### src/rtl/sbr_pkg.sv
`default_nettype none
package sbr_pkg;

    localparam int FrameLen       = 25;
    localparam int HeldW          = 5;
    localparam int FrameDataBytes = 22;
    localparam int FlagPos        = 23;
    localparam int LostBit        = 2;
    localparam int FailsafeBit    = 3;
    localparam int NumCh          = 16;
    localparam int ChW            = 4;
    localparam int RawW           = 11;
    localparam int ScaledW        = 8;
    localparam int FrameNumW      = 32;

    localparam logic [7:0] HeaderByte = 8'h0F;
    localparam logic [7:0] EndByte    = 8'h00;

    // (raw - 1024) * 100 / 671 on the magnitude:
    // floor(mag * 100 * ceil(2^27 / 671) / 2^27) is exact for mag <= 1024
    localparam int RawMid     = 1024;
    localparam int MagW       = 11;
    localparam int ScaleKW    = 25;
    localparam int ScaleK     = 20002700;
    localparam int ScaleShift = 27;
    localparam int QuotW      = 8;
    localparam int ScaleMax   = 100;
    localparam int DeadBand   = 5;

    localparam int QueueDepthDef = 2;

    typedef struct packed {
        logic [FrameDataBytes*8-1:0] data;
        logic                        lost;
        logic                        failsafe;
        logic [FrameNumW-1:0]        frame_number;
    } frame_t;

    typedef enum logic [1:0] {
        ST_COLLECT = 2'b01,
        ST_RESYNC  = 2'b10
    } front_state_t;

endpackage
`default_nettype wire

### src/rtl/sbr_queue.sv
`default_nettype none
module sbr_queue import sbr_pkg::*;
#(
    parameter int Depth = QueueDepthDef
)
(
    input  wire logic   clk,
    input  wire logic   rst_n,
    input  wire frame_t push_data,
    input  wire logic   push_valid,
    output logic        push_ready,
    output frame_t      pop_data,
    output logic        pop_valid,
    input  wire logic   pop_ready
);

    localparam int PtrW = (Depth > 1) ? $clog2(Depth) : 1;
    localparam int CntW = $clog2(Depth + 1);

    frame_t          mem_reg [Depth];
    logic [PtrW-1:0] wr_ptr_reg, wr_ptr_next;
    logic [PtrW-1:0] rd_ptr_reg, rd_ptr_next;
    logic [CntW-1:0] count_reg, count_next;

    logic do_push;
    logic do_pop;

    assign push_ready = (count_reg != CntW'(Depth));
    assign pop_valid  = (count_reg != '0);
    assign pop_data   = mem_reg[rd_ptr_reg];
    assign do_push    = push_valid && push_ready;
    assign do_pop     = pop_valid && pop_ready;

    always_comb
    begin
        wr_ptr_next = wr_ptr_reg;
        rd_ptr_next = rd_ptr_reg;
        count_next  = count_reg;
        if (do_push)
        begin
            wr_ptr_next = (wr_ptr_reg == PtrW'(Depth - 1)) ? '0 : wr_ptr_reg + PtrW'(1);
        end
        if (do_pop)
        begin
            rd_ptr_next = (rd_ptr_reg == PtrW'(Depth - 1)) ? '0 : rd_ptr_reg + PtrW'(1);
        end
        if (do_push && !do_pop)
        begin
            count_next = count_reg + CntW'(1);
        end
        else if (do_pop && !do_push)
        begin
            count_next = count_reg - CntW'(1);
        end
    end

    always_ff @(posedge clk or negedge rst_n)
    begin
        if (!rst_n)
        begin
            wr_ptr_reg <= '0;
            rd_ptr_reg <= '0;
            count_reg  <= '0;
        end
        else
        begin
            wr_ptr_reg <= wr_ptr_next;
            rd_ptr_reg <= rd_ptr_next;
            count_reg  <= count_next;
        end
    end

    always_ff @(posedge clk)
    begin
        if (do_push)
        begin
            mem_reg[wr_ptr_reg] <= push_data;
        end
    end

endmodule
`default_nettype wire

### config.mk
export PLATFORM = sky130hd
export DESIGN_NAME = sbr_queue
export DESIGN_NICKNAME = d
export VERILOG_FILES = /design/src/rtl/sbr_pkg.sv /design/src/rtl/sbr_queue.sv
export SDC_FILE = /design/constraint.sdc
export NUM_CORES = 1
export LEC_CHECK = 0
export BUFFER_PORTS_ARGS = -buffer_cell sky130_fd_sc_hd__buf_2
export CAP_MARGIN = 30
export CORE_ASPECT_RATIO = 0.8
export CORE_MARGIN = 1.5
export CORE_UTILIZATION = 55
export CTS_CLUSTER_DIAMETER = 40
export DETAILED_ROUTE_END_ITERATION = 7
export PLACE_DENSITY = 0.83
export SLEW_MARGIN = 20
export SYNTH_ARGS = -nofsm -noshare
export SYNTH_HDL_FRONTEND = slang
export SYNTH_SLANG_ARGS = --single-unit
### constraint.sdc
create_clock -name clk -period 22.4 [get_ports clk]
set_input_delay 1.12 -clock clk [delete_from_list [all_inputs] [get_ports clk]]
set_output_delay 1.12 -clock clk [all_outputs]
set_load 0.005 [all_outputs]
Yosys cells after proc, flatten, opt, wreduce, memory -nomap -nowiden
Memory sizes are Yosys's and may differ from the RTL's.
Cells that the tools add are included.
{ "op_classes": {"n_addsub": 4, "eq_ne": 1, "mux": 6, "n_reduce_logical": 8} }
{ "op_table": {"columns": ["operator", "n"], "rows": [
  ["$logic_and 1x1->1", 4],
  ["$mux 1", 4],
  ["$mux 2", 2],
  ["$reduce_bool 2->1", 2],
  ["$add 1x1->1 const B", 2],
  ["$add 2x1->2 const B", 1],
  ["$logic_not 1->1", 2],
  ["$ne 2x2->1 const B", 1],
  ["$sub 2x1->2 const B", 1]
]} }
{ "word_totals": {"reg_bits": 4, "ram_bits": 420, "in_bits": 214, "out_inout_bits": 212, "n_memories": 1} }
{ "mem_list": {"columns": ["name", "depth", "width", "rd", "rd_ports_with_merged_regs", "write_ports", "line", "source"], "rows": [
  ["mem_reg", 2, 210, 1, 0, 1, "sbr_queue.sv:20", "frame_t mem_reg [Depth];"]
]} }

Longest topological paths before layout
{ "depth": {"depth_word": 6, "depth_mapped": 7, "ltp_nobuf": 7} }

Least setup slack after synthesis
Ideal clock, no wire load.
{ "synth_timing": {"path_type": "in2reg", "startpoint": "input port push_valid", "endpoint": "memory mem_reg[0][0] in the netlist's numbering (enable)", "setup_time_ns": 0.784, "t_arrival_ns": 9.914, "required_time_ns": 21.616, "setup_slack_ns": 11.703, "path_stages": 2, "path_buffers": 0, "cell_sequence": "nand2_1 nor2_1"} }
{ "synth_via": {"elab_chain_len": 3} }
{ "synth_rtl": {"columns": ["element", "line", "source"], "rows": [
  ["start: declaration", "sbr_queue.sv:10", "input wire logic push_valid,"],
  ["$logic_and 1x1->1", "sbr_queue.sv:31", "assign do_push = push_valid && push_ready;"],
  ["$mux 1", "sbr_queue.sv:75", "if (do_push)"],
  ["$mux 1 (not written as such)", "sbr_queue.sv:77", "mem_reg[wr_ptr_reg] <= push_data;"],
  ["end: declaration", "sbr_queue.sv:20", null]
]} }
No other way between the ends.

==> results.md <==
- Asr flop ratio synth: 0.943%
- Total negative setup slack: 0 ns
- Aggregate global routing overflow: 0
- Via count of the first global-routing pass: 8532
- Per-instance average area after synthesis: 23.0 sq um
- Area share of the leading cell type in the synthesized netlist: 81.8%
- I/O pin total: 426
- Number of iterations in the first detailed-routing pass: 4
- Fmax: 251 MHz
- Element type at the critical path start: flop
- Combined area of the multi-input logic cells: 2470 sq um
- Number of hold violations in the final report: 0
- Leading cell types by count after synthesis: edfxtp_1, mux2_2, buf_6
- Final Max Slew Viols: 0
- Worst-path fanout max: 56
- Placement row count: 54
- Buf+Inv Stages, Crit Path: 3
- Pin count of the biggest net entering global routing: 77
- Type of destination of the critical path: output port
- NumNets Final: 1346
- Routed Wire Length: 32800 um
- Max capacitance violation total: 0
- Total CTS buffers: 43
- Cell with the most instances after synthesis: edfxtp_1
- Max reg flops: 420
- Post-Syn Area: 15400 sq um
- Worst Hold Class: in -> async
- Detailed-route via count: 8083
- Number of antenna violations at the first check in global routing: 12
- CTS Root Buffer Type: clkbuf_16
- Top delay family on crit path: buffers and inverters
- Cell with the largest stage delay on the worst path: dfrtp_4
- Maximum clock insertion buffer count: 3
- Power share of the clock group: 27.8%
- Static Leak: 0.00728 uW
- FILL cells: 1653
- Area of the die: 29100 sq um
- Total track usage: 22.3%
- Maximum vdd drop: 0.0867 mV
- DRC violation count after routing: 0
- Number of flops mapped to enable cells by yosys: 420
- Clock insertion delay at the later pin of the skew report: 0.52 ns
- Final worst path period share: 17.8%
- 1st-iter DRT viols: 456
- Post-Synthesis Cells: 671
- CP peak stage delay: 0.77 ns
- Cell count after placement: 1449
- CTS H-tree depth: 2
- Effective utilization at floorplan: 56.2%
- Proportion of power drawn by combinational gates: 26.8%
- Post-route non-filler standard cell count: 1539
- Post-synthesis cell type with the largest combined area: edfxtp_1
- Hold slack: 0.401 ns
- Core area: 27400 sq um
- Quantity of I/O buffers inserted on ports: 425
- Sw Ratio: 27.2%
- Data required time at the worst endpoint: 21.28 ns
- Post-synthesis sequential area ratio: 82.5%
- Wire length of the first global-routing pass: 48600 um
- Net switching power figure: 683 uW
- Proportion of power drawn by flip-flops and latches: 45.4%
- CTS Hold Bufs: 0
- Clock-pin transition on the worst setup and hold timing paths: 0.06 ns
- Post-cts sizing count: 0
- Pwr dens: 130 nW/um^2
- Run status: completed
- Cell chain of the critical path: buf_16 -> buf_4 -> mux2_2 -> buf_2
- Fraction of final layout cells with drive strength greater than 1: 61.7%
- Post-detailed-route via-to-cell ratio: 5.25
- Die Wd: 190 um
- Clock net sink count: 424
- Drt wl/cell: 21.3 um
- Crit path arrival time: 2.86 ns
- Flip-flop and latch count after synthesis: 424
- Net count of the mapped netlist: 886
- Die boundary height: 153 um
- Unique masters post-synth: 14
- Main area contributors after synthesis: edfxtp_1, mux2_2, buf_6, dfrtp_1, xnor2_1
- Kind of critical path: reg -> out
- Worst max-slew margin expressed relative to the limit: 47.6%
- Clock tree from TritonCTS: yes
- Shortest clock period the worst path allows after layout: 3.98 ns
- Transition time at the pin with the least slew margin: 0.786 ns
- Worst setup path startpoint: rd_ptr_reg$_DFFE_PN0P_
- Area taken by flip-flops and latches: 12700 sq um
- Count of yosys warnings during synthesis: 0
- Internal power: 1830 uW
- Final estimated routing congestion in global placement: 0.770
- Final Util: 70.7%
- Startpoint of the lowest-slack register-to-register path: count_reg[0]$_DFFE_PN0P_
- Buffers inserted by post-CTS timing repair: 0
- Unrepaired setup endpoints after global routing: no
- Most used DFF post-synth: edfxtp_1
- Area Growth Syn to Fin: 25.9%
- Number of endpoints failing setup at the final stage: 0
- Half-perimeter wire length of the detailed placement result: 22000 um
- Post-route ant nets: 0
- Clock skew after layout: 0.00759 ns
[cell type report]
| type | instances | area share, % |
|---|---|---|
| sequential | 424 | 65.5 |
| clock inverter | 27 | 1.32 |
| antenna | 10 | 0.129 |
| inverter | 1 | 0.0193 |
| clock buffer | 52 | 5.94 |
| tap | 364 | 2.35 |
| timing repair buffer | 438 | 12.0 |
| multi-input combinational | 223 | 12.7 |
[cell families after synthesis]
| logic type | Yosys count | synth area share (%) |
|---|---|---|
| XOR/XNOR | 5 | 0.284 |
| adder cells (fa/ha/maj) | 1 | 0.0811 |
| buffers and inverters | 24 | 1.62 |
| flip-flops | 424 | 82.5 |
| AND/OR/NAND/NOR | 7 | 0.219 |
| multiplexers | 210 | 15.3 |
[worst paths after layout]
| check | end | slack, ns | cells past startpoint |
|---|---|---|---|
| setup / recovery | pop_data[174] | 18.42 | 4 |
| hold / removal | count_reg[1]$_DFFE_PN0P_ | 0.40 | 1 |
| setup reg to reg | mem_reg[0][14]$_DFFE_PP_ | 19.73 | 6 |
| hold reg to reg | count_reg[1]$_DFFE_PN0P_ | 0.51 | 1 |
| max in group asynchronous | rd_ptr_reg$_DFFE_PN0P_ | 21.87 | 1 |
| min in group clk | count_reg[1]$_DFFE_PN0P_ | 0.51 | 1 |
[layout by cell type, fill, tap and decap left out, types with 2 or more instances in the layout]
cell type	n
buf_2	425
edfxtp_1	420
mux2_2	210
clkbuf_16	45
clkinv_2	12
diode_2	10
clkbuf_1	7
buf_4	7
clkinv_1	5
bufinv_16	4
buf_16	4
xnor2_1	3
clkinvlp_4	3
dfrtp_1	3
nand2_1	2
xor2_1	2
buf_12	2
[power groups by stage]
stage          Combinational (uW)  Clock, uW  Sequential (uW)
3_3_place_gp                  628          0             1170
2_1_floorplan                 418          0             1180
6_report                      675        699             1140
4_1_cts                       680        711             1140
3_5_place_dp                  669          0             1160
5_1_grt                       728        743             1160
[layer usage]
| layer | vias up | global-route usage, % | part of all wire [%] |
|---|---|---|---|
| met3 | 80 | 6.84 | 9.9 |
| met2 | 416 | 37.9 | 51 |
| met1 | 3961 | 26.7 | 36 |
| li1 | 3622 | - | - |
| met4 | 4 | 8.89 | 3.3 |
| met5 | - | 0 | 0.061 |
[through the flow]
stage               area (sq um)  setup slack [ns]  total power [uW]
floorplan                  15400             11.70              1600
global placement           17800             18.54              1790
detailed placement         18000             18.95              1820
CTS                        19400             18.38              2530
global route               19400             18.25              2630
finish                     19400             18.42              2520
(Power assumes the default switching activity.)
